**config.mk**
```make
export PLATFORM = sky130hd
export DESIGN_NAME = pump_blower_actuator_scheduler_top_flat
export DESIGN_NICKNAME = d
export VERILOG_FILES = /design/src/design/pbas_pkg.sv /design/src/design/pbas_if.sv /design/src/design/pbas_cfg_regs.sv /design/src/design/pbas_sched.sv /design/src/design/pump_blower_actuator_scheduler_top.sv /design/src/flat_wrapper.sv
export SDC_FILE = /design/constraint.sdc
export NUM_CORES = 2
export LEC_CHECK = 0
export ABC_AREA = 1
export BUFFER_PORTS_ARGS = -buffer_cell sky130_fd_sc_hd__buf_4
export CORE_UTILIZATION = 45
export DETAILED_ROUTE_END_ITERATION = 12
export PLACE_DENSITY = 0.68
export SLEW_MARGIN = 20
export SYNTH_ARGS = -nofsm -noshare
export SYNTH_HDL_FRONTEND = slang
export SYNTH_SLANG_ARGS = --single-unit
```
**constraint.sdc**
```tcl
create_clock -name clk_i -period 4.6 [get_ports clk_i]
set_input_delay 0.92 -clock clk_i [delete_from_list [all_inputs] [get_ports clk_i]]
set_output_delay 0.92 -clock clk_i [all_outputs]
set_load 0.02 [all_outputs]
```
**src/design/pbas_pkg.sv**
```systemverilog
package pbas_pkg;

  // fixed timing constants
  localparam logic [31:0] PumpRearmSec = 32'd1800;
  localparam logic [25:0] MsPerSec     = 26'd1000;

  // 2^33 / 3 rounded up, for an exact floor(x / 3) on 32-bit x
  localparam logic [63:0] ThirdRecip   = 64'h0000_0000_AAAA_AAAB;

  // reset values of the configuration registers and of their derived forms
  localparam logic [31:0] IntervalRst  = 32'd3600;
  localparam logic [31:0] ThirdRst     = 32'd1200;
  localparam logic [25:0] PumpMsRst    = 26'd10000;
  localparam logic [25:0] BlowMsRst    = 26'd60000;
  localparam logic [23:0] HumLowRst    = 24'd0;
  localparam logic signed [15:0] Thr50Rst = 16'sd7000;

  localparam int unsigned CfgIdxW = 3;
  localparam int unsigned CfgDataW = 32;

  typedef enum logic [CfgIdxW-1:0] {
    CFG_INTERVAL  = 3'd0,
    CFG_PUMP_ON   = 3'd1,
    CFG_BLOWER_ON = 3'd2,
    CFG_HUM_LOW   = 3'd3,
    CFG_TEMP_HI_0 = 3'd4,
    CFG_TEMP_HI_1 = 3'd5,
    CFG_TEMP_HI_2 = 3'd6
  } cfg_idx_e;

  // blower sequence state, one-hot
  typedef enum logic [2:0] {
    PH_IDLE = 3'b001,
    PH_ONE  = 3'b010,
    PH_TWO  = 3'b100
  } phase_e;

  // phase codes as reported on the result
  localparam logic [1:0] PhaseCodeIdle = 2'd0;
  localparam logic [1:0] PhaseCodeOne  = 2'd1;
  localparam logic [1:0] PhaseCodeTwo  = 2'd2;
  localparam logic [1:0] PhaseCodeBad  = 2'd3;

  typedef struct packed {
    logic [31:0]        epoch_sec;
    logic [31:0]        uptime_ms;
    logic [6:0]         humidity_0;
    logic [6:0]         humidity_1;
    logic [6:0]         humidity_2;
    logic signed [11:0] temp_c10_0;
    logic signed [11:0] temp_c10_1;
    logic signed [11:0] temp_c10_2;
  } in_item_t;

  typedef struct packed {
    logic       pump_drive;
    logic       blower1_drive;
    logic       blower2_drive;
    logic [1:0] blower_phase;
    logic       pump_started;
    logic       blower_started;
    logic       hot_start;
  } out_item_t;

  // configuration as the scheduler sees it, products already formed
  typedef struct packed {
    logic [31:0]        interval_sec;
    logic [31:0]        third_sec;
    logic [25:0]        pump_on_ms;
    logic [25:0]        blow_on_ms;
    logic [23:0]        hum_low;
    logic signed [15:0] thr50_0;
    logic signed [15:0] thr50_1;
    logic signed [15:0] thr50_2;
  } cfg_t;

endpackage

```
**src/design/pbas_if.sv**
```systemverilog
interface pbas_in_if;
  import pbas_pkg::*;
  logic     valid;
  logic     ready;
  in_item_t item;
  modport source (output valid, output item, input ready);
  modport sink (input valid, input item, output ready);
endinterface

interface pbas_out_if;
  import pbas_pkg::*;
  logic      valid;
  logic      ready;
  out_item_t item;
  modport source (output valid, output item, input ready);
  modport sink (input valid, input item, output ready);
endinterface

interface pbas_cfg_if;
  import pbas_pkg::*;
  logic                valid;
  logic                ready;
  logic [CfgIdxW-1:0]  idx;
  logic [CfgDataW-1:0] wdata;
  modport source (output valid, output idx, output wdata, input ready);
  modport sink (input valid, input idx, input wdata, output ready);
endinterface

```
**src/design/pbas_cfg_regs.sv**
```systemverilog
module pbas_cfg_regs (
  input  logic                          clk_i,
  input  logic                          rst_ni,
  input  logic                          wr_en_i,
  input  logic [pbas_pkg::CfgIdxW-1:0]  wr_idx_i,
  input  logic [pbas_pkg::CfgDataW-1:0] wr_data_i,
  output pbas_pkg::cfg_t                cfg_o
);
  import pbas_pkg::*;

  cfg_t cfg_q, cfg_d;

  logic [63:0]        third_prod;
  logic [25:0]        sec_to_ms;
  logic signed [15:0] thr_ext;
  logic signed [15:0] thr50;

  // precompute the products once per write
  assign third_prod = {32'd0, wr_data_i} * ThirdRecip;
  assign sec_to_ms  = {10'd0, wr_data_i[15:0]} * MsPerSec;
  assign thr_ext    = {{6{wr_data_i[9]}}, wr_data_i[9:0]};
  assign thr50      = thr_ext * 16'sd50;

  always_comb begin
    cfg_d = cfg_q;
    if (wr_en_i) begin
      unique case (cfg_idx_e'(wr_idx_i))
        CFG_INTERVAL: begin
          cfg_d.interval_sec = wr_data_i;
          cfg_d.third_sec    = {1'b0, third_prod[63:33]};
        end
        CFG_PUMP_ON:   cfg_d.pump_on_ms = sec_to_ms;
        CFG_BLOWER_ON: cfg_d.blow_on_ms = sec_to_ms;
        CFG_HUM_LOW:   cfg_d.hum_low    = wr_data_i[23:0];
        CFG_TEMP_HI_0: cfg_d.thr50_0    = thr50;
        CFG_TEMP_HI_1: cfg_d.thr50_1    = thr50;
        CFG_TEMP_HI_2: cfg_d.thr50_2    = thr50;
        default: ;
      endcase
    end
  end

  always_ff @(posedge clk_i or negedge rst_ni) begin
    if (!rst_ni) begin
      cfg_q.interval_sec <= IntervalRst;
      cfg_q.third_sec    <= ThirdRst;
      cfg_q.pump_on_ms   <= PumpMsRst;
      cfg_q.blow_on_ms   <= BlowMsRst;
      cfg_q.hum_low      <= HumLowRst;
      cfg_q.thr50_0      <= Thr50Rst;
      cfg_q.thr50_1      <= Thr50Rst;
      cfg_q.thr50_2      <= Thr50Rst;
    end else begin
      cfg_q <= cfg_d;
    end
  end

  assign cfg_o = cfg_q;

endmodule

```
**src/design/pbas_sched.sv**
```systemverilog
module pbas_sched (
  input  logic                clk_i,
  input  logic                rst_ni,
  input  logic                step_i,
  input  pbas_pkg::in_item_t  item_i,
  input  pbas_pkg::cfg_t      cfg_i,
  output pbas_pkg::out_item_t res_o
);
  import pbas_pkg::*;

  logic        pump_running_q, pump_running_d;
  logic [31:0] pump_start_ms_q, pump_start_ms_d;
  phase_e      phase_q, phase_d;
  logic [31:0] phase_start_ms_q, phase_start_ms_d;
  logic [31:0] last_pump_epoch_q, last_pump_epoch_d;
  logic [31:0] last_blower_epoch_q, last_blower_epoch_d;

  logic        dry, hot;
  logic [31:0] pump_gap, blower_gap, pump_elapsed, phase_elapsed;
  logic        pump_start, pump_on, pump_done;
  logic        sched_start, hot_start, blower_start;
  logic        one_done, two_done;
  logic signed [15:0] lhs_0, lhs_1, lhs_2;

  assign dry = ({1'b0, item_i.humidity_0} < cfg_i.hum_low[7:0])
            || ({1'b0, item_i.humidity_1} < cfg_i.hum_low[15:8])
            || ({1'b0, item_i.humidity_2} < cfg_i.hum_low[23:16]);

  // 9*t + 1600 >= 50*thr, exact Fahrenheit compare
  assign lhs_0 = {{4{item_i.temp_c10_0[11]}}, item_i.temp_c10_0} * 16'sd9 + 16'sd1600;
  assign lhs_1 = {{4{item_i.temp_c10_1[11]}}, item_i.temp_c10_1} * 16'sd9 + 16'sd1600;
  assign lhs_2 = {{4{item_i.temp_c10_2[11]}}, item_i.temp_c10_2} * 16'sd9 + 16'sd1600;
  assign hot = (lhs_0 >= cfg_i.thr50_0) || (lhs_1 >= cfg_i.thr50_1)
            || (lhs_2 >= cfg_i.thr50_2);

  assign pump_gap      = item_i.epoch_sec - last_pump_epoch_q;
  assign blower_gap    = item_i.epoch_sec - last_blower_epoch_q;
  assign pump_elapsed  = item_i.uptime_ms - pump_start_ms_q;
  assign phase_elapsed = item_i.uptime_ms - phase_start_ms_q;

  assign pump_start = !pump_running_q && (phase_q == PH_IDLE) && dry
                   && (pump_gap >= PumpRearmSec);
  // a fresh start has zero elapsed time
  assign pump_done  = pump_start ? (cfg_i.pump_on_ms == '0)
                                 : (pump_elapsed >= {6'd0, cfg_i.pump_on_ms});
  assign pump_on    = (pump_running_q || pump_start) && !pump_done;

  assign sched_start  = (phase_q == PH_IDLE) && !pump_on
                     && (blower_gap >= cfg_i.interval_sec);
  assign hot_start    = !sched_start && hot && !pump_on
                     && (blower_gap >= cfg_i.third_sec);
  assign blower_start = sched_start || hot_start;

  // phase one entered this tick sees zero elapsed time
  assign one_done = blower_start ? (cfg_i.blow_on_ms == '0)
                                 : (phase_elapsed >= {6'd0, cfg_i.blow_on_ms});
  assign two_done = (cfg_i.blow_on_ms == '0)
                 || (phase_elapsed >= {6'd0, cfg_i.blow_on_ms});

  always_comb begin
    pump_running_d      = pump_on;
    pump_start_ms_d     = pump_start ? item_i.uptime_ms : pump_start_ms_q;
    last_pump_epoch_d   = pump_start ? item_i.epoch_sec : last_pump_epoch_q;
    last_blower_epoch_d = blower_start ? item_i.epoch_sec : last_blower_epoch_q;
    phase_d             = phase_q;
    phase_start_ms_d    = phase_start_ms_q;
    if (blower_start || phase_q == PH_ONE) begin
      if (one_done) begin
        // a phase two entered now ends now only for a zero on-time
        phase_d          = (cfg_i.blow_on_ms == '0) ? PH_IDLE : PH_TWO;
        phase_start_ms_d = item_i.uptime_ms;
      end else begin
        phase_d          = PH_ONE;
        phase_start_ms_d = blower_start ? item_i.uptime_ms : phase_start_ms_q;
      end
    end else if (phase_q == PH_TWO && two_done) begin
      phase_d = PH_IDLE;
    end
  end

  always_ff @(posedge clk_i or negedge rst_ni) begin
    if (!rst_ni) begin
      pump_running_q      <= 1'b0;
      pump_start_ms_q     <= '0;
      phase_q             <= PH_IDLE;
      phase_start_ms_q    <= '0;
      last_pump_epoch_q   <= '0;
      last_blower_epoch_q <= '0;
    end else if (step_i) begin
      pump_running_q      <= pump_running_d;
      pump_start_ms_q     <= pump_start_ms_d;
      phase_q             <= phase_d;
      phase_start_ms_q    <= phase_start_ms_d;
      last_pump_epoch_q   <= last_pump_epoch_d;
      last_blower_epoch_q <= last_blower_epoch_d;
    end
  end

  always_comb begin
    res_o                = '0;
    res_o.pump_drive     = pump_running_d;
    res_o.blower1_drive  = (phase_d == PH_ONE);
    res_o.blower2_drive  = (phase_d == PH_TWO);
    res_o.pump_started   = pump_start;
    res_o.blower_started = blower_start;
    res_o.hot_start      = hot_start;
    unique case (phase_d)
      PH_IDLE: res_o.blower_phase = PhaseCodeIdle;
      PH_ONE:  res_o.blower_phase = PhaseCodeOne;
      PH_TWO:  res_o.blower_phase = PhaseCodeTwo;
      default: res_o.blower_phase = PhaseCodeIdle;
    endcase
  end

endmodule

```
**src/design/pump_blower_actuator_scheduler_top.sv**
```systemverilog
// flow: a request is registered at the input, then evaluated and captured in
//   the result register once the result slot is empty or being drained; its
//   result is offered from the result register
// throughput: one request per cycle while results are taken, set by the state update loop
// reset: rst_ni asynchronous active low; clears all schedule state, both
//   pipeline valid flags and restores configuration defaults
module pump_blower_actuator_scheduler_top (
  input  logic       clk_i,
  input  logic       rst_ni,
  pbas_in_if.sink    in_i,
  pbas_out_if.source out_o,
  pbas_cfg_if.sink   cfg_i
);
  import pbas_pkg::*;

  // input register
  logic      in_valid_q;
  in_item_t  in_q;
  // result register
  logic      out_valid_q;
  out_item_t out_q;

  logic      advance;
  logic      in_ready;
  out_item_t res;
  cfg_t      cfg;

  // an input request moves into the result register when the result slot
  // is empty or being drained this cycle
  assign advance  = in_valid_q && (!out_valid_q || out_o.ready);
  // the input register refills as it empties, so requests flow every cycle while results are taken
  assign in_ready = !in_valid_q || advance;

  assign in_i.ready  = in_ready;
  assign out_o.valid = out_valid_q;
  assign out_o.item  = out_q;

  // config writes are always taken
  assign cfg_i.ready = 1'b1;

  pbas_cfg_regs u_cfg (
    .clk_i     (clk_i),
    .rst_ni    (rst_ni),
    .wr_en_i   (cfg_i.valid),
    .wr_idx_i  (cfg_i.idx),
    .wr_data_i (cfg_i.wdata),
    .cfg_o     (cfg)
  );

  // schedule state advances exactly once per request that moves forward
  pbas_sched u_sched (
    .clk_i  (clk_i),
    .rst_ni (rst_ni),
    .step_i (advance),
    .item_i (in_q),
    .cfg_i  (cfg),
    .res_o  (res)
  );

  always_ff @(posedge clk_i or negedge rst_ni) begin
    if (!rst_ni) begin
      in_valid_q <= 1'b0;
    end else if (in_ready) begin
      in_valid_q <= in_i.valid;
    end
  end

  // payload, no reset needed
  always_ff @(posedge clk_i) begin
    if (in_ready && in_i.valid) begin
      in_q <= in_i.item;
    end
  end

  always_ff @(posedge clk_i or negedge rst_ni) begin
    if (!rst_ni) begin
      out_valid_q <= 1'b0;
    end else if (advance) begin
      out_valid_q <= 1'b1;
    end else if (out_o.ready) begin
      out_valid_q <= 1'b0;
    end
  end

  always_ff @(posedge clk_i) begin
    if (advance) begin
      out_q <= res;
    end
  end

  // a hot start is always a blower start
  a_hot_is_start: assert property (@(posedge clk_i) disable iff (!rst_ni)
    out_valid_q |-> (!out_q.hot_start || out_q.blower_started))
    else $error("hot start without blower start");

  // drives agree with the reported phase, which is never the unused code
  a_phase_drive: assert property (@(posedge clk_i) disable iff (!rst_ni)
    out_valid_q |-> (out_q.blower_phase != PhaseCodeBad)
      && (out_q.blower1_drive == (out_q.blower_phase == PhaseCodeOne))
      && (out_q.blower2_drive == (out_q.blower_phase == PhaseCodeTwo)))
    else $error("blower drive does not match phase");

  // a held request is not lost or altered while the result side stalls
  a_in_hold: assert property (@(posedge clk_i) disable iff (!rst_ni)
    (in_valid_q && !advance) |=> (in_valid_q && $stable(in_q)))
    else $error("pending request dropped");

  // a fresh result always lands when a request advances
  a_out_fill: assert property (@(posedge clk_i) disable iff (!rst_ni)
    advance |=> out_valid_q)
    else $error("result register not filled");

endmodule

```
**src/flat_wrapper.sv**
```systemverilog
// flat-port wrapper written by rule: the top's interface ports become plain ports
module pump_blower_actuator_scheduler_top_flat import pbas_pkg::*;
  (clk_i, rst_ni, in_i_valid, in_i_item, in_i_ready, out_o_valid, out_o_item, out_o_ready, cfg_i_valid, cfg_i_idx, cfg_i_wdata, cfg_i_ready);
  pbas_in_if in_i_i ();
  pbas_out_if out_o_i ();
  pbas_cfg_if cfg_i_i ();
  input  logic clk_i;
  input  logic rst_ni;
  input wire logic [$bits(in_i_i.valid)-1:0] in_i_valid;
  input wire logic [$bits(in_i_i.item)-1:0] in_i_item;
  output wire logic [$bits(in_i_i.ready)-1:0] in_i_ready;
  output wire logic [$bits(out_o_i.valid)-1:0] out_o_valid;
  output wire logic [$bits(out_o_i.item)-1:0] out_o_item;
  input wire logic [$bits(out_o_i.ready)-1:0] out_o_ready;
  input wire logic [$bits(cfg_i_i.valid)-1:0] cfg_i_valid;
  input wire logic [$bits(cfg_i_i.idx)-1:0] cfg_i_idx;
  input wire logic [$bits(cfg_i_i.wdata)-1:0] cfg_i_wdata;
  output wire logic [$bits(cfg_i_i.ready)-1:0] cfg_i_ready;
  assign in_i_i.valid = in_i_valid;
  assign in_i_i.item = in_i_item;
  assign in_i_ready = in_i_i.ready;
  assign out_o_valid = out_o_i.valid;
  assign out_o_item = out_o_i.item;
  assign out_o_i.ready = out_o_ready;
  assign cfg_i_i.valid = cfg_i_valid;
  assign cfg_i_i.idx = cfg_i_idx;
  assign cfg_i_i.wdata = cfg_i_wdata;
  assign cfg_i_ready = cfg_i_i.ready;
  pump_blower_actuator_scheduler_top u_core (.clk_i(clk_i), .rst_ni(rst_ni), .in_i(in_i_i), .out_o(out_o_i), .cfg_i(cfg_i_i));
endmodule
```
==> Yosys cells after proc, flatten, opt, wreduce, memory -nomap -nowiden <==
Index checks and enable logic that the tools add are counted.
{ "totals": {"word_cells": 120, "output_inout_bits": 11, "ff_bits": 441, "in_bits": 161} }
{ "classes": {"multipliers": 6, "n_addsub": 7, "n_eq_ne": 11, "n_reduce_logical": 43, "muxes": 11, "magnitude_cmp": 11} }
{ "ops": {"columns": ["operator", "count"], "rows": [
  ["32-bit subtractor", 4],
  ["32-bit by 26-bit >= comparator with 1-bit output", 2],
  ["32-bit by 32-bit multiplier with 64-bit output (second input constant)", 1],
  ["32-bit two-way mux", 2],
  ["26-bit zero test", 2],
  ["16-bit by 11-bit adder with 16-bit output (second input constant)", 3],
  ["16-bit >= comparator", 3],
  ["12-bit by 5-bit multiplier with 16-bit output (second input constant)", 3],
  ["32-bit by 11-bit >= comparator with 1-bit output (second input constant)", 1],
  ["32-bit by 31-bit >= comparator with 1-bit output", 1],
  ["32-bit >= comparator", 1],
  ["7-bit by 8-bit less-than comparator with 1-bit output", 3],
  ["16-bit by 7-bit multiplier with 23-bit output (second input constant)", 1],
  ["2-bit AND reduction", 9],
  ["3-bit == test (second input constant)", 5],
  ["10-bit by 6-bit multiplier with 15-bit output (second input constant)", 1],
  ["3-bit by 2-bit == test with 1-bit output (second input constant)", 4],
  ["1-bit logical AND", 12],
  ["3-bit two-way mux", 4],
  ["1-bit logical OR", 10],
  ["3-bit by 1-bit == test with 1-bit output (second input constant)", 2],
  ["1-bit zero test", 6],
  ["1-bit two-way mux", 4],
  ["2-bit case mux with 2 select lines", 1],
  ["other kinds (3)", 4]
]} }

==> Longest topological paths before layout <==
{ "depth": {"depth_word": 21, "mapped_depth": 33, "ltp_nobuf": 33} }

==> Modules after synthesis <==
Synthesis repeated with hierarchy kept, for this count alone.
{ "unflattened": {"hier_cells": 6666, "hier_area_um2": 52501.6} }
{ "modules_own_cells": {"columns": ["module", "instances", "cells_per_inst", "area_per_inst_um2"], "rows": [
  ["pbas_cfg_regs", 1, 3468, 28492.3],
  ["pbas_sched", 1, 3055, 20029.2],
  ["pump_blower_actuator_scheduler_top", 1, 143, 3980.1]
]} }

==> Worst setup path after synthesis <==
OpenSTA, ideal clock, no wires.
{ "synth_path": {"kind": "in2reg", "start": "input port cfg_i_wdata[15]", "end": "register u_core.u_cfg.cfg_q (netlist bit u_core.u_cfg.cfg_o[152])", "t_arrival_ns": 6.767, "setup_slack_ns": -2.297, "required_time_ns": 4.470, "stages": 27, "n_path_buf": 0, "setup_ns": 0.130, "cell_sequence": "ha_1 -> inv_1 -> fa_1 -> inv_1 -> fa_1 -> inv_1 -> fa_1 -> inv_1 -> fa_1 -> fa_1 -> fa_1 -> fa_1 -> ha_1 -> a21oi_1 -> inv_1 -> a31oi_1 -> o21a_1 -> o21ai_0 -> nand2_1 -> nand3_1 -> nand2_1 -> o211ai_1 -> nand3_1 -> o211ai_1 -> or2_2 -> nand3_1 -> o21ai_0"} }
{ "synth_via": {"elab_chain_cells": 1} }
{ "synth_lines": {"columns": ["item", "line_no", "text"], "rows": [
  ["start: declaration", "flat_wrapper.sv:17", "input wire logic [$bits(cfg_i_i.wdata)-1:0] cfg_i_wdata;"],
  ["32-bit by 32-bit multiplier with 64-bit output", "pbas_cfg_regs.sv:19", "assign third_prod = {32'd0, wr_data_i} * ThirdRecip;"],
  ["end signal: assignment", "pbas_cfg_regs.sv:54", "cfg_q <= cfg_d;"],
  ["end: declaration", "pbas_cfg_regs.sv:11", "cfg_t cfg_q, cfg_d;"]
]} }
Every way passes these cells.
A chain may end at the register's enable or synchronous reset.

==> Final worst setup path <==
{ "layout_path": {"start": "input port cfg_i_wdata[20]", "end": "register u_core.u_cfg.cfg_q (netlist bit u_core.u_cfg.cfg_o[152])"} }
The elaborated chain is that of the path after synthesis.

==> qor.txt <==
Post-synthesis cell type count = 53
Yosys warnings = 0
Async set or reset register ratio after synthesis = 0.709
DRT iter0 DRCs = 2524
Worst Hold Class = input port to async pin
Largest net degree at the start of global routing = 102
Post-synthesis cell area = 50300 sq um
Initial antenna violation count = 0
Rel. slew slack = 0.363
Total clock sinks = 440
Arr. time, crit path = 7.11 ns
Avg Inst Size Synth = 8.44 sq um
Final Hold Fails = 0
Clk_lat worst skew = 0.65 ns
EDFF count, synth = 128
Die Area = 113000 sq um
CP Launch Type = input port
Failing checks = negative setup slack
Slowest stage delay, CP = 0.60 ns
Top_reg_cell synth = dfrtp_1
Most Frequent Cell on Critical Path = fa_1
Commonest cells in the netlist = inv_1, nand2_1, ha_1
Grt total ovfl = 0
Final core occ = 0.585
Placed Area = 59200 sq um
Placer Congestion = 1.00
RSZ-0062 raised after global routing = yes
Synth top area cells = ha_1, fa_1, dfrtp_1, inv_1, edfxtp_1
ANT cells = 0
Flops & latches, synth = 440
Worst Path Buf+Inv = 7
Die Wd = 336 microns
CTS tree = built
Drt first pass iters = 6
Chip height = 336 microns
Total core area = 111000 sq um
Status = finished with violations
Layout cells sized above 1 = 0.241
Critical Path RT = 5.16 ns
R2R depth = 31
Worst-Margin Slew = 0.951 ns
Count leader, synth = inv_1
H-tree depth = 2
Vias = 42400
Register area share after synthesis = 0.233
# rows = 122
Max Clock Freq = 153 MHz
I/O pins = 172
Kind of critical path = input port to register
Dpl hpwl = 127000 microns
Final Skew = 0.0218 ns
GRT Total Usage = 0.277
Reg2reg start = u_core.in_q[15]
Clk buf depth = 3
Residual DRC = 0
Crit Path Max Fanout = 4
Synthesized Nets = 7380
Initial Util = 0.455
Via density = 5.01
Net count reported at finish = 8343
Clock Tree Root = clkbuf_16
Cts hold-fix bufs = 0
Synthesized instance count = 5958
Total CTS buffers = 55
R2R Setup Slk = -0.70 ns
Final count of negative-setup-slack endpoints = 113
CP Capture Type = register
Area growth, synth to finish = 28.6%
Finished Cell Area = 64700 sq um
Critical path's slowest cell = fa_2
Post-Route WL = 154000 microns
Max Slew Vio Count = 0
CTS clk-pin slew, worst paths = 0.06 ns
Mean routed wirelength per cell = 18.2 microns
Final worst setup slack = -1.95 ns
Period utilization = 1.42
Number of port buffers = 170
Synth area leader = ha_1
Global-route wire length before repair = 242000 microns
Routed Antenna Nets = 0
Max_cap viols = 0
Final min period = 6.55 ns
Worst r2r dst = u_core.u_sched.phase_start_ms_q[7]
Top delay family on crit path = adder cells
Share of the synthesized area in the top cell type = 0.197
Vias in the first global route = 44100
==> area by class of cell <==
class                           count  area (sq um)
Fill cell                        9685         46000
Clock inverter                     22           283
Multi-Input combinational cell   3966         35500
Clock buffer                       82          1700
Inverter                         1491          5620
Tap cell                         1488          1860
Sequential cell                   440         11700
Timing Repair Buffer              967          8000
==> metrics by stage <==
step / setup WS, ns / hold slack (ns) / setup TNS, ns / cells
2_1_floorplan: -2.05 / 0.448 / -53.22 / 5958
3_3_place_gp: -2.74 / 0.466 / -130.61 / 8242
3_5_place_dp: -2.79 / 0.468 / -137.88 / 8242
4_1_cts: -1.87 / 0.281 / -92.90 / 8429
5_1_grt: -2.17 / 0.311 / -125.97 / 8456
6_report: -1.95 / 0.243 / -100.09 / 8456
==> cells in the final DEF (no fill, tap or decap), drive strengths merged, types with 21 or more instances in the layout <==
cell type,Yosys,routed
clkbuf,38,83
o21ai,432,432
nor4,22,22
dfstp,42,42
nor2,285,285
a31oi,38,38
nand4,45,45
nor3,38,38
xnor2,59,59
dfrtp,270,270
inv,1489,1494
nand3,153,153
fa,470,470
edfxtp,128,128
or2,21,21
ha,791,791
o21bai,29,29
a21oi,340,340
nand2,1027,1028
buf,24,966
a21o,25,25
xor2,97,97
==> cell families after synthesis <==
logic type,after synthesis,share of synthesized area
flops,440,0.233
buf+inv,1553,0.118
other cells,1,0.0000746
compound gates,937,0.106
xor+xnor,156,0.0272
simple gates,1610,0.132
fa+ha+maj,1261,0.384
==> worst max path at each step <==
stage                     from                      end  slack [ns]  cells after the start
2_1_floorplan  cfg_i_wdata[23]  u_core.u_cfg.cfg_o[152]       -2.05                     26
3_3_place_gp   cfg_i_wdata[17]  u_core.u_cfg.cfg_o[152]       -2.74                     28
3_5_place_dp   cfg_i_wdata[17]  u_core.u_cfg.cfg_o[152]       -2.79                     28
4_1_cts        cfg_i_wdata[20]  u_core.u_cfg.cfg_o[145]       -1.87                     26
5_1_grt        cfg_i_wdata[18]  u_core.u_cfg.cfg_o[152]       -2.17                     31
6_report       cfg_i_wdata[20]  u_core.u_cfg.cfg_o[152]       -1.95                     29
==> per-layer routing <==
| metal | GRT usage | wire [microns] |
|---|---|---|
| met5 | 0 | 0 |
| met3 | 0.0282 | 6760 |
| met1 | 0.362 | 66700 |
| met4 | 0.0886 | 5590 |
| met2 | 0.481 | 74700 |
==> sequential cells by signal (all words and copies together), names as in the netlist <==
signal / cells
u_core.u_sched.last_pump_epoch_q: 32
u_core.in_valid_q: 1
u_core.out_o.item: 7
u_core.u_sched.last_blower_epoch_q: 32
u_core.out_o.valid: 1
u_core.u_sched.pump_start_ms_q: 32
u_core.u_sched.phase_start_ms_q: 32
u_core.u_sched.pump_running_q: 1
u_core.u_sched.phase_q: 3
u_core.in_q: 121
u_core.u_cfg.cfg_o: 178
==> repair_timing <==
action	4_1_cts	5_1_grt
gates resized for setup	368	249
endpoints found under the setup margin	115	119
buffers inserted	71	35
cloned	14	1
endpoints found under the hold margin	0	0
pin swaps	162	150
Power is left out: the tool's default activity adds up to more than one toggle a clock period on the data nets, which glitch-free logic cannot reach.
